--- src/hdl/itaf_pkg.sv ---
// Shared types, constants and functions of the integer-to-ASCII formatter.
// Depends on nothing; used by every module through scoped names.
package itaf_pkg;

   // Default width of the formatted number.
   localparam int unsigned VALUE_BITS_DEFAULT = 32;

   // Depth of the queue between the front and back parts.
   localparam int unsigned QUEUE_DEPTH = 2;

   // Character codes.
   localparam logic [7:0] CHAR_ZERO  = 8'h30;
   localparam logic [7:0] CHAR_A_LOW = 8'h61;
   localparam logic [7:0] CHAR_MINUS = 8'h2d;
   localparam logic [7:0] CHAR_X     = 8'h78;

   localparam logic [3:0] DIGIT_MASK = 4'hf;
   localparam logic [3:0] DEC_BASE   = 4'd10;

   // Double-dabble correction: a BCD digit of five or more gets three added.
   localparam logic [3:0] DD_THRESH = 4'd5;
   localparam logic [3:0] DD_ADJUST = 4'd3;

   // Format selector.
   typedef enum logic [1:0] {
      FMT_SDEC = 2'd0,
      FMT_UDEC = 2'd1,
      FMT_HEX  = 2'd2,
      FMT_PTR  = 2'd3
   } fmt_type;

   // Back-part sequencer states.
   typedef enum logic [2:0] {
      ST_IDLE,
      ST_SIGN,
      ST_CONV,
      ST_PFX0,
      ST_PFXX,
      ST_EMIT
   } state_type;

   // Queue status seen by the front and back parts.
   typedef struct packed {
      logic full;
      logic empty;
   } fifo_stat_type;

   // ASCII code of one digit, decimal or lower-case hex.
   function automatic logic [7:0] hex_char(input logic [3:0] d);
      logic [3:0] m;
      m = d & DIGIT_MASK;
      if (m < DEC_BASE) begin
         return CHAR_ZERO + {4'h0, m};
      end else begin
         return CHAR_A_LOW + {4'h0, m} - {4'h0, DEC_BASE};
      end
   endfunction

endpackage

--- src/hdl/itaf_front.sv ---
// Front part: accepts transactions, classifies them and forms the queue entry.
// Depends on itaf_pkg.
module itaf_front #(
   parameter int unsigned VALUE_BITS = itaf_pkg::VALUE_BITS_DEFAULT
) (
   input  logic                    req_valid,
   output logic                    req_stall,
   input  logic [1:0]              req_func,
   input  logic [VALUE_BITS-1:0]   req_value,
   input  itaf_pkg::fifo_stat_type q_stat,
   output logic                    q_push,
   output logic [VALUE_BITS+2:0]   q_wdata
);

   logic                  neg;
   logic [VALUE_BITS-1:0] mag;

   // A full queue holds the requester off.
   assign req_stall = q_stat.full;
   assign q_push    = req_valid && !q_stat.full;

   // Signed mode with the sign bit set is printed as '-' and the magnitude.
   always_comb begin
      neg = (itaf_pkg::fmt_type'(req_func) == itaf_pkg::FMT_SDEC)
            && req_value[VALUE_BITS-1];
      mag = neg ? (~req_value + {{(VALUE_BITS-1){1'b0}}, 1'b1}) : req_value;
   end

   // Entry layout: sign flag, format, magnitude.
   assign q_wdata = {neg, req_func, mag};

endmodule

--- src/hdl/itaf_queue.sv ---
// Short register queue between the front and back parts.
// Depends on itaf_pkg for the status type.
module itaf_queue #(
   parameter int unsigned WIDTH = 35,
   parameter int unsigned DEPTH = itaf_pkg::QUEUE_DEPTH
) (
   input  logic                    clock,
   input  logic                    reset,
   input  logic                    push,
   input  logic [WIDTH-1:0]        wdata,
   input  logic                    pop,
   output logic [WIDTH-1:0]        rdata,
   output itaf_pkg::fifo_stat_type stat
);

   localparam int unsigned PTR_W = (DEPTH > 1) ? $clog2(DEPTH) : 1;
   localparam int unsigned CNT_W = $clog2(DEPTH + 1);

   logic [WIDTH-1:0] mem_ff [DEPTH];
   logic [PTR_W-1:0] wr_ptr_ff, wr_ptr_in;
   logic [PTR_W-1:0] rd_ptr_ff, rd_ptr_in;
   logic [CNT_W-1:0] count_ff, count_in;
   logic             do_push;
   logic             do_pop;

   assign stat.full  = (count_ff == CNT_W'(DEPTH));
   assign stat.empty = (count_ff == '0);
   assign do_push    = push && !stat.full;
   assign do_pop     = pop && !stat.empty;
   assign rdata      = mem_ff[rd_ptr_ff];

   // Pointer and fill-count update.
   always_comb begin
      wr_ptr_in = wr_ptr_ff;
      rd_ptr_in = rd_ptr_ff;
      count_in  = count_ff;
      if (do_push) begin
         wr_ptr_in = (wr_ptr_ff == PTR_W'(DEPTH - 1)) ? '0 : wr_ptr_ff + 1'b1;
      end
      if (do_pop) begin
         rd_ptr_in = (rd_ptr_ff == PTR_W'(DEPTH - 1)) ? '0 : rd_ptr_ff + 1'b1;
      end
      if (do_push && !do_pop) begin
         count_in = count_ff + 1'b1;
      end else if (do_pop && !do_push) begin
         count_in = count_ff - 1'b1;
      end
   end

   always_ff @(posedge clock) begin
      if (reset) begin
         wr_ptr_ff <= '0;
         rd_ptr_ff <= '0;
         count_ff  <= '0;
      end else begin
         wr_ptr_ff <= wr_ptr_in;
         rd_ptr_ff <= rd_ptr_in;
         count_ff  <= count_in;
      end
   end

   // Entry storage needs no reset.
   always_ff @(posedge clock) begin
      if (do_push) begin
         mem_ff[wr_ptr_ff] <= wdata;
      end
   end

endmodule

--- src/hdl/itaf_back.sv ---
// Back part: binary-to-BCD conversion and character sequencing into the result register.
// Depends on itaf_pkg.
module itaf_back #(
   parameter int unsigned VALUE_BITS = itaf_pkg::VALUE_BITS_DEFAULT
) (
   input  logic                    clock,
   input  logic                    reset,
   input  itaf_pkg::fifo_stat_type q_stat,
   input  logic [VALUE_BITS+2:0]   q_rdata,
   output logic                    q_pop,
   output logic                    rsp_valid,
   input  logic                    rsp_stall,
   output logic [7:0]              rsp_char_code,
   output logic                    rsp_last
);

   localparam int unsigned HEX_DIGITS = (VALUE_BITS + 3) / 4;
   localparam int unsigned DEC_DIGITS = (VALUE_BITS * 30103) / 100000 + 1;
   localparam int unsigned PAD_BITS   = 4 * HEX_DIGITS;
   localparam int unsigned DW         = 4 * DEC_DIGITS;
   localparam int unsigned ALIGN      = DW - PAD_BITS;
   localparam int unsigned CNT_W      = $clog2(DEC_DIGITS + 1);

   itaf_pkg::state_type state_ff, state_in;
   logic [DW-1:0]       dig_ff, dig_in;
   logic [PAD_BITS-1:0] bin_ff, bin_in;
   logic [CNT_W-1:0]    cnt_ff, cnt_in;
   logic                skip_ff, skip_in;
   logic                rsp_valid_ff, rsp_valid_in;
   logic [7:0]          rsp_char_ff, rsp_char_in;
   logic                rsp_last_ff, rsp_last_in;

   logic                  slot_free;
   logic [3:0]            top_digit;
   logic                  hold;
   logic                  cnt_one;
   logic                  in_neg;
   itaf_pkg::fmt_type     in_mode;
   logic [VALUE_BITS-1:0] in_mag;
   logic [DW-1:0]         dd_dig;
   logic [PAD_BITS-1:0]   dd_bin;
   logic                  emit;
   logic [7:0]            emit_char;
   logic                  emit_last;

   assign slot_free = !rsp_valid_ff || !rsp_stall;
   assign top_digit = dig_ff[DW-1 -: 4];
   assign cnt_one   = (cnt_ff == CNT_W'(1));
   assign hold      = skip_ff && (top_digit == 4'h0) && !cnt_one;
   assign in_neg    = q_rdata[VALUE_BITS+2];
   assign in_mode   = itaf_pkg::fmt_type'(q_rdata[VALUE_BITS+1:VALUE_BITS]);
   assign in_mag    = q_rdata[VALUE_BITS-1:0];

   // Four double-dabble steps per cycle: correct each BCD digit, then shift one bit in.
   always_comb begin
      dd_dig = dig_ff;
      dd_bin = bin_ff;
      for (int s = 0; s < 4; s++) begin
         for (int k = 0; k < DEC_DIGITS; k++) begin
            if (dd_dig[4*k +: 4] >= itaf_pkg::DD_THRESH) begin
               dd_dig[4*k +: 4] = dd_dig[4*k +: 4] + itaf_pkg::DD_ADJUST;
            end
         end
         dd_dig = {dd_dig[DW-2:0], dd_bin[PAD_BITS-1]};
         dd_bin = {dd_bin[PAD_BITS-2:0], 1'b0};
      end
   end

   // Next state.
   always_comb begin
      state_in = state_ff;
      unique case (state_ff)
         itaf_pkg::ST_IDLE: begin
            if (!q_stat.empty) begin
               unique case (in_mode)
                  itaf_pkg::FMT_SDEC: state_in = in_neg ? itaf_pkg::ST_SIGN
                                                        : itaf_pkg::ST_CONV;
                  itaf_pkg::FMT_UDEC: state_in = itaf_pkg::ST_CONV;
                  itaf_pkg::FMT_HEX:  state_in = itaf_pkg::ST_EMIT;
                  itaf_pkg::FMT_PTR:  state_in = itaf_pkg::ST_PFX0;
               endcase
            end
         end
         itaf_pkg::ST_SIGN: begin
            if (slot_free) begin
               state_in = itaf_pkg::ST_CONV;
            end
         end
         itaf_pkg::ST_CONV: begin
            if (cnt_one) begin
               state_in = itaf_pkg::ST_EMIT;
            end
         end
         itaf_pkg::ST_PFX0: begin
            if (slot_free) begin
               state_in = itaf_pkg::ST_PFXX;
            end
         end
         itaf_pkg::ST_PFXX: begin
            if (slot_free) begin
               state_in = itaf_pkg::ST_EMIT;
            end
         end
         itaf_pkg::ST_EMIT: begin
            if (!hold && slot_free && cnt_one) begin
               state_in = itaf_pkg::ST_IDLE;
            end
         end
         default: state_in = itaf_pkg::ST_IDLE;
      endcase
   end

   // Datapath loads, queue pop and character selection.
   always_comb begin
      dig_in    = dig_ff;
      bin_in    = bin_ff;
      cnt_in    = cnt_ff;
      skip_in   = skip_ff;
      q_pop     = 1'b0;
      emit      = 1'b0;
      emit_char = itaf_pkg::CHAR_ZERO;
      emit_last = 1'b0;
      unique case (state_ff)
         itaf_pkg::ST_IDLE: begin
            q_pop = !q_stat.empty;
            if (in_mode == itaf_pkg::FMT_SDEC || in_mode == itaf_pkg::FMT_UDEC) begin
               dig_in  = '0;
               bin_in  = PAD_BITS'(in_mag);
               cnt_in  = CNT_W'(HEX_DIGITS);
               skip_in = 1'b1;
            end else begin
               dig_in  = DW'(PAD_BITS'(in_mag)) << ALIGN;
               bin_in  = '0;
               cnt_in  = CNT_W'(HEX_DIGITS);
               skip_in = (in_mode == itaf_pkg::FMT_HEX);
            end
         end
         itaf_pkg::ST_SIGN: begin
            emit      = slot_free;
            emit_char = itaf_pkg::CHAR_MINUS;
         end
         itaf_pkg::ST_CONV: begin
            dig_in = dd_dig;
            bin_in = dd_bin;
            cnt_in = cnt_one ? CNT_W'(DEC_DIGITS) : cnt_ff - 1'b1;
         end
         itaf_pkg::ST_PFX0: begin
            emit      = slot_free;
            emit_char = itaf_pkg::CHAR_ZERO;
         end
         itaf_pkg::ST_PFXX: begin
            emit      = slot_free;
            emit_char = itaf_pkg::CHAR_X;
         end
         itaf_pkg::ST_EMIT: begin
            emit_char = itaf_pkg::hex_char(top_digit);
            emit_last = cnt_one;
            if (hold) begin
               // Leading zero: drop it without producing a character.
               dig_in = {dig_ff[DW-5:0], 4'h0};
               cnt_in = cnt_ff - 1'b1;
            end else if (slot_free) begin
               emit    = 1'b1;
               dig_in  = {dig_ff[DW-5:0], 4'h0};
               cnt_in  = cnt_ff - 1'b1;
               skip_in = 1'b0;
            end
         end
         default: begin
         end
      endcase
   end

   // Result register: loaded on a new character, emptied when taken.
   always_comb begin
      rsp_valid_in = rsp_valid_ff;
      rsp_char_in  = rsp_char_ff;
      rsp_last_in  = rsp_last_ff;
      if (emit) begin
         rsp_valid_in = 1'b1;
         rsp_char_in  = emit_char;
         rsp_last_in  = emit_last;
      end else if (!rsp_stall) begin
         rsp_valid_in = 1'b0;
      end
   end

   always_ff @(posedge clock) begin
      if (reset) begin
         state_ff     <= itaf_pkg::ST_IDLE;
         rsp_valid_ff <= 1'b0;
      end else begin
         state_ff     <= state_in;
         rsp_valid_ff <= rsp_valid_in;
      end
   end

   // Payload registers need no reset.
   always_ff @(posedge clock) begin
      dig_ff      <= dig_in;
      bin_ff      <= bin_in;
      cnt_ff      <= cnt_in;
      skip_ff     <= skip_in;
      rsp_char_ff <= rsp_char_in;
      rsp_last_ff <= rsp_last_in;
   end

   assign rsp_valid     = rsp_valid_ff;
   assign rsp_char_code = rsp_char_ff;
   assign rsp_last      = rsp_last_ff;

endmodule

--- src/hdl/integer_to_ascii_formatter.sv ---
// Top level of the integer-to-ASCII formatter: front part, queue and back part.
// Depends on itaf_pkg, itaf_front, itaf_queue and itaf_back.
//
//   Channel | Direction | Handshake            | Payload
//   req     | in        | req_valid/req_stall  | req_func, req_value
//   rsp     | out       | rsp_valid/rsp_stall  | rsp_char_code, rsp_last
//
// Hex: after the entry is popped, the digits are sent; pointer form first sends the 0x prefix.
// Decimal: after the entry is popped, the BCD conversion runs (four double-dabble steps a cycle),
// then the digits are sent from the BCD digit positions; a minus sign, if any, goes first.
// The back part sends at most one character a cycle through its result register.
// Reset is synchronous and clears the queue, the sequencer and the result valid.
// A stall on the result side fills the two-entry queue before req_stall rises.
module integer_to_ascii_formatter #(
   parameter int unsigned VALUE_BITS = itaf_pkg::VALUE_BITS_DEFAULT
) (
   input  logic                  clock,
   input  logic                  reset,
   input  logic                  req_valid,
   output logic                  req_stall,
   input  logic [1:0]            req_func,
   input  logic [VALUE_BITS-1:0] req_value,
   output logic                  rsp_valid,
   input  logic                  rsp_stall,
   output logic [7:0]            rsp_char_code,
   output logic                  rsp_last
);

   localparam int unsigned ENTRY_W = VALUE_BITS + 3;

   itaf_pkg::fifo_stat_type q_stat;
   logic                    q_push;
   logic                    q_pop;
   logic [ENTRY_W-1:0]      q_wdata;
   logic [ENTRY_W-1:0]      q_rdata;

   // Classification of incoming transactions.
   itaf_front #(
      .VALUE_BITS (VALUE_BITS)
   ) u_front (
      .req_valid (req_valid),
      .req_stall (req_stall),
      .req_func  (req_func),
      .req_value (req_value),
      .q_stat    (q_stat),
      .q_push    (q_push),
      .q_wdata   (q_wdata)
   );

   // Decoupling queue.
   itaf_queue #(
      .WIDTH (ENTRY_W),
      .DEPTH (itaf_pkg::QUEUE_DEPTH)
   ) u_queue (
      .clock (clock),
      .reset (reset),
      .push  (q_push),
      .wdata (q_wdata),
      .pop   (q_pop),
      .rdata (q_rdata),
      .stat  (q_stat)
   );

   // Conversion and character output.
   itaf_back #(
      .VALUE_BITS (VALUE_BITS)
   ) u_back (
      .clock         (clock),
      .reset         (reset),
      .q_stat        (q_stat),
      .q_rdata       (q_rdata),
      .q_pop         (q_pop),
      .rsp_valid     (rsp_valid),
      .rsp_stall     (rsp_stall),
      .rsp_char_code (rsp_char_code),
      .rsp_last      (rsp_last)
   );

endmodule

--- config.mk ---
export PLATFORM = sky130hd
export DESIGN_NAME = integer_to_ascii_formatter
export DESIGN_NICKNAME = d
export VERILOG_FILES = /design/src/hdl/itaf_pkg.sv /design/src/hdl/itaf_front.sv /design/src/hdl/itaf_queue.sv /design/src/hdl/itaf_back.sv /design/src/hdl/integer_to_ascii_formatter.sv
export SDC_FILE = /design/constraint.sdc
export NUM_CORES = 1
export LEC_CHECK = 0
export ABC_AREA = 1
export BUFFER_PORTS_ARGS = -buffer_cell sky130_fd_sc_hd__buf_4
export CAP_MARGIN = 20
export CORE_MARGIN = 8
export CORE_UTILIZATION = 55
export DETAILED_ROUTE_END_ITERATION = 6
export GPL_TIMING_DRIVEN = 0
export PLACE_DENSITY = 0.82
export REMOVE_ABC_BUFFERS = 1
export SYNTH_ARGS = -nofsm -noshare
export SYNTH_HDL_FRONTEND = slang
export SYNTH_HIERARCHICAL = 1
export SYNTH_SLANG_ARGS = --single-unit
--- constraint.sdc ---
create_clock -name clock -period 5.55 [get_ports clock]
set_input_delay 0.2775 -clock clock [delete_from_list [all_inputs] [get_ports clock]]
set_output_delay 0.2775 -clock clock [all_outputs]
set_load 0.01 [all_outputs]
### Word-level counts from Yosys, hierarchy flattened

Memories as Yosys holds them, arrays and structs flattened. A register that Yosys moved wholly into a read port is not among the register bits.
Cells that the tools add are included.

| operators by class | value |
|---|---|
| muxes and demuxes | 80 |
| bitwise gates (word level) | 1 |
| order comparisons | 41 |
| reduce and logical (&&, ||, !) cells | 33 |
| equal/unequal tests | 20 |
| add/subtract/negate cells | 49 |

Operator list:

| kind | count |
|---|---|
| $ge 4x3->1 const B | 40 |
| $mux 4 | 39 |
| $add 4x2->4 const B | 36 |
| $mux 40 | 3 |
| $pmux 40 s3 | 1 |
| $mux 32 | 2 |
| $pmux 32 s2 | 1 |
| $add 32x1->32 const B | 1 |
| $not 32->32 | 1 |
| $mux 3 | 10 |
| $pmux 8 s3 | 1 |
| $pmux 3 s6 | 1 |
| $mux 1 | 14 |
| $ne 2x1->1 const B | 7 |
| $add 3x2->3 const B | 4 |
| $pmux 3 s4 | 1 |
| $pmux 4 s3 | 1 |
| $logic_and 1x1->1 | 10 |
| $add 7x4->8 const A | 1 |
| $logic_not 1->1 | 8 |
| $mux 8 | 1 |
| $sub 8x4->8 const B | 1 |
| $add 6x4->7 const A | 1 |
| $eq 2x2->1 const B | 3 |
| other kinds (24) | 36 |

| storage, ports and cells | value |
|---|---|
| input port bits | 38 |
| logic and storage cells | 236 |
| memories kept | 1 |
| output and inout port bits | 11 |
| RAM bits | 70 |
| register bits | 94 |

Memory list:

| memory | depth | width | read ports | clocked after Yosys merged registers in | wr ports | RTL line | text |
|---|---|---|---|---|---|---|---|
| u_queue.mem_ff | 2 | 35 | 1 | 1 | 1 | itaf_queue.sv:19 | `logic [WIDTH-1:0] mem_ff [DEPTH];` |

### Longest topological paths before layout

| depth | value |
|---|---|
| depth after elaboration | 9 |
| mapped depth | 30 |
| mapped depth without buffers | 30 |

### Hierarchy

Netlist, hierarchy kept.

Modules (own cells, without submodules):

| module | sequential area each (um^2) | area an instance (um^2) | cells each | times used |
|---|---|---|---|---|
| itaf_back | 2,632.5 | 8,577.0 | 1,235 | 1 |
| itaf_queue | 2,202.1 | 2,930.3 | 146 | 1 |
| itaf_front | 0.0 | 1,096.1 | 229 | 1 |

### Worst setup path before layout

Ideal clock, no wire load.

| timing path | value |
|---|---|
| path type | register -> register |
| start point | register u_back.state_ff[2] |
| end point | register u_back.cnt_ff[0] (enable) |
| library setup time | 0.465 ns |
| slack | 0.695 ns |
| required time | 5.085 ns |
| path buffers | 0 |
| stages on the path, launching flop included | 4 |
| arrival | 4.389 ns |
| period minus slack after synthesis | 4.855 ns |
| cell sequence | dfxtp_1 nor2_1 inv_1 a22oi_1 |

| on the way | value |
|---|---|
| cells in the longest elaborated chain, start to end | 3 |
| elaborated cells on any way between the ends | 6 |
| classes of those cells | eq/ne (3); reduce/logical (3) |

Ends and longest elaborated chain:

| item | RTL line | text |
|---|---|---|
| start: declaration | itaf_back.sv:24 | `itaf_pkg::state_type state_ff, state_in;` |
| start signal: assignment | itaf_back.sv:190 | `state_ff <= itaf_pkg::ST_IDLE;` |
| start signal: assignment | itaf_back.sv:193 | `state_ff <= state_in;` |
| $eq 3x3->1 (tied with other cells) | itaf_back.sv:123 | `unique case (state_ff)` |
| $ne 3x1->1 (no source line) or $reduce_bool 3->1 (tied branches) | -- |  |
| $reduce_and 2->1 (no source line) (*) | -- |  |
| end signal: assignment | itaf_back.sv:202 | `cnt_ff <= cnt_in;` |
| end: declaration | itaf_back.sv:27 | `logic [CNT_W-1:0] cnt_ff, cnt_in;` |

Every way passes the cells marked *; elsewhere a longest branch is shown, timed or not.
A chain may end at the register's enable or synchronous reset.

### Worst setup path in the final report

| timing path | value |
|---|---|
| start point | register u_back.dig_ff[12] |
| end point | register u_back.dig_ff[17] (data pin) |

| on the way | value |
|---|---|
| cells in the longest elaborated chain, start to end | 9 |
| elaborated cells on any way between the ends | 19 |
| classes of those cells | add/sub (6); order compare (6); mux (7) |

Ends and longest elaborated chain:

| item | RTL line | text |
|---|---|---|
| start: declaration | itaf_back.sv:25 | `logic [DW-1:0] dig_ff, dig_in;` |
| start signal: assignment | itaf_back.sv:200 | `dig_ff <= dig_in;` |
| $add 4x2->4 or $ge 4x3->1 (tied branches) | itaf_back.sv:61, itaf_back.sv:60 |  |
| $mux 4 (*) | itaf_back.sv:60 | `if (dd_dig[4*k +: 4] >= itaf_pkg::DD_THRESH) begin` |
| $add 4x2->4 or $ge 4x3->1 (tied branches) | itaf_back.sv:61, itaf_back.sv:60 |  |
| $mux 4 | itaf_back.sv:60 |  |
| $add 4x2->4 or $ge 4x3->1 (tied branches) | itaf_back.sv:61, itaf_back.sv:60 |  |
| $mux 4 | itaf_back.sv:60 |  |
| $add 4x2->4 or $ge 4x3->1 (tied branches) | itaf_back.sv:61, itaf_back.sv:60 |  |
| $mux 4 (*) | itaf_back.sv:60 |  |
| $pmux 40 s3 (*) | itaf_back.sv:123 |  |
| named net u_back.dig_in[17] | itaf_back.sv:25 |  |

The timed path passes the listed nets; every way through them passes the cells marked *.

==> results.sh <==
export IMPL_numCtsBuffers=17
export IMPL_yosys_cell_types_count=49
export IMPL_min_period_over_period_pct=65.08
export IMPL_timing_hold_worst_class="input port to flop"
export IMPL_grt_use_total_pct=19.93
export IMPL_vias=10840
export IMPL_kind_of_start_point_of_the_critical_path="flop"
export IMPL_detailedPlacementHpwl_um=21570
export IMPL_max_clock_freq_ghz=0.2769
export IMPL_synth_top_cell_by_area="edfxtp_1"
export IMPL_synth_seq_area_share_pct=38.36
export IMPL_setup_violations=0
export IMPL_grt_overflow_total=0
export IMPL_antenna_found_initial=0
export IMPL_area_growth_pct=10.91
export IMPL_wirelength_um=28290
export IMPL_drt_wl_cell_um=14.51
export IMPL_syn_cell_area_um2=12600
export IMPL_post_cts_resized=0
export IMPL_finalMaxSlewViolations=0
export IMPL_critical_path_class="flop to flop"
export IMPL_yosys_register_bits=164
export IMPL_design_area_um2=13980
export IMPL_cts_tree="built"
export IMPL_cts_reportedPaths_clkPinSlew_ns=0.07
export IMPL_grt_setup_unrepaired="no"
export IMPL_seq_area_um2=4836
export IMPL_fillerInstances=1845
export IMPL_hold_buffer_count_at_cts=0
export IMPL_r2r_start="u_back/dig_ff[12]"
export IMPL_drtIter0Drc=887
export IMPL_cts_root_buffer="clkbuf_16"
export IMPL_fin_skew_ns=0.009247
export IMPL_synth_top_cells_by_area="edfxtp_1 37%, nand2_1 13%, nand3_1 6.9%"
export IMPL_antenna_diode_count=0
export IMPL_combined_area_of_the_multi_input_logic_cells_um2=6691
export IMPL_dieHeight_um=167.4
export IMPL_startpoint="u_back/dig_ff[12]"
export IMPL_yosys_cell_count_top_type="nand2_1"
export IMPL_vias_per_cell=5.563
export IMPL_io_pins=49
export IMPL_tightestPinTransition_ns=0.8829
export IMPL_antenna_left=0
export IMPL_layout_nets=1740
export IMPL_relSlewSlack_pct=41.08
export IMPL_die_width_um=167.4
export IMPL_hold_path_startpoint="reset"
export IMPL_synth_enable_flop_cells=155
export IMPL_post_synth_top_area_fraction_pct=36.93
export IMPL_grt_pass1_wl_um=46700
export IMPL_tns_ns=0
export IMPL_setup_slack_ns=1.938
export IMPL_ctsHtreeMaxLevel=4
export IMPL_synthArstFlopShare_pct=0
export IMPL_crit_end_category="flop"
export IMPL_design_core_area_um2=22570
export IMPL_detail_route_first_pass_iterations=6
export IMPL_cell_count_final_fillers_out=1949
export IMPL_synth_cells_most_frequent="453 x nand2_1, 213 x inv_1, 173 x nand3_1, 155 x edfxtp_1, 90 x nor2_1"
export IMPL_clk_latency_ns=0.44
export IMPL_initial_utilization_pct=55.84
export IMPL_outcome="completed"
export IMPL_row_count=55
export IMPL_crit_path_max_fanout=4
export IMPL_avgSynthCellArea_um2=7.828
export IMPL_pre_cts_slack_ns=2.045
export IMPL_post_synth_inst_count=1610
export IMPL_ys_warnings_count=6
export IMPL_post_dp_cell_area_um2=13320
export IMPL_timing_final_hold_violations=0
export IMPL_post_route_cells_drive_above_1_share_pct=17.19
export IMPL_cts_sink_count=164
export IMPL_numPlacedInstances=1916
export IMPL_gp_congestion=0.8914
export IMPL_port_buffers=47
export IMPL_grt_start_max_net_pins=36
export IMPL_finalCriticalPeriod_ns=3.612
export IMPL_cp_required_ns=5.74
export IMPL_grt_pass1_vias=10360
export IMPL_synth_ff_type="edfxtp_1"
export IMPL_max_clock_path_buffers=2
export IMPL_die_area_um2=28010
export IMPL_worst_ep_arrival_time_ns=3.81
export IMPL_post_cts_setup_buffers=0
export IMPL_drv_max_cap_violation_count=0
export IMPL_route_detailed_drc=0
[state kept, by name, summed over array words and instances (netlist names), named ones only]
name and flops:
u_queue/mem_ff 70, u_back/state_ff 3, u_back/rsp_valid 1, u_back/rsp_char_code 7, u_back/rsp_last 1, u_back/skip_ff 1
u_queue/count_ff 2, u_back/dig_ff 40, u_back/cnt_ff 4, u_back/bin_ff 32, u_queue/rd_ptr_ff 1, u_queue/wr_ptr_ff 1
[placed cells by master (no fill, tap or decap), drive strengths merged, types with 8 or more instances in the layout]
master | Yosys | layout
o21ai | 102 | 102
dfxtp | 9 | 9
xnor2 | 10 | 10
nor2 | 108 | 108
nand4 | 52 | 52
inv | 229 | 238
clkbuf | 19 | 17
nand3 | 201 | 201
nand3b | 9 | 9
edfxtp | 155 | 155
mux2 | 35 | 35
clkinv | 3 | 8
buf | 17 | 58
xor2 | 15 | 15
ha | 51 | 51
nand2 | 520 | 520
and2 | 20 | 20
a21oi | 29 | 29
[logic make-up (layout without fill, tap and decap cells)]
kind of cell	Yosys count	after routing	synth area share [%]
AND/OR/NAND/NOR	912	912	34.59
multiplexers	36	36	4.100
adder cells (fa/ha/maj)	51	51	5.063
AO/OA/AOI/OAI	152	152	7.068
XOR/XNOR	25	25	1.916
flip-flops	164	164	38.36
buffers and inverters	268	322	8.845
other	2	2	0.05959
[path summary, 6_finish.rpt]
path | to | slack [ns] | cells past startpoint
worst min register to register | u_back/bin_ff[26] | 0.53 | 2
worst max register to register | u_back/dig_ff[17] | 1.94 | 24
worst max-delay path | u_back/dig_ff[17] | 1.94 | 24
worst min-delay path | u_back/state_ff[0] | 0.02 | 2
[metrics by stage]
step,hold WS (ns),util [%]
after floorplan,0.3560,-
after global placement,0.4711,57.90
after detailed placement,0.4734,59.02
after CTS,0.01294,61.81
after global routing,0.007878,61.93
final,0.02130,61.93
[critical path, stage by stage (launching register included)]
cell	delay [ns]
edfxtp_1	0.41
inv_1	0.15
ha_1	0.18
inv_1	0.04
nand2_1	0.11
nand3_2	0.11
nand3_1	0.22
inv_1	0.10
ha_1	0.21
nand2_1	0.16
nand4_1	0.15
and2_1	0.23
ha_1	0.21
nand3_1	0.08
nand2_1	0.05
inv_1	0.09
nand2_2	0.08
nand2_1	0.09
and2_1	0.15
ha_1	0.14
nand3_1	0.11
nand3_1	0.12
nand2_1	0.05
nand3_1	0.07
nand2_1	0.06
[area by class of cell]
class | instances | area share, %
Multi-Input combinational cell | 1178 | 47.87
Sequential cell | 164 | 34.60
Inverter | 232 | 6.230
Timing Repair Buffer | 58 | 4.261
Clock buffer | 17 | 3.043
Tap cell | 285 | 2.551
Clock inverter | 15 | 1.450
[layer usage]
metal / wire, um / part of all wire, % / global-route usage (%) / up-vias
li1: - / - / - / 5417
met4: 690 / 2.4 / 7.065 / 0
met1: 12090 / 43 / 23.85 / 5019
met3: 1782 / 6.3 / 4.068 / 61
met2: 13730 / 49 / 35.02 / 346
met5: 0 / 0 / 0 / -
Power is left out: the tool's default activity adds up to more than one toggle a clock period on the data nets, which glitch-free logic cannot reach.
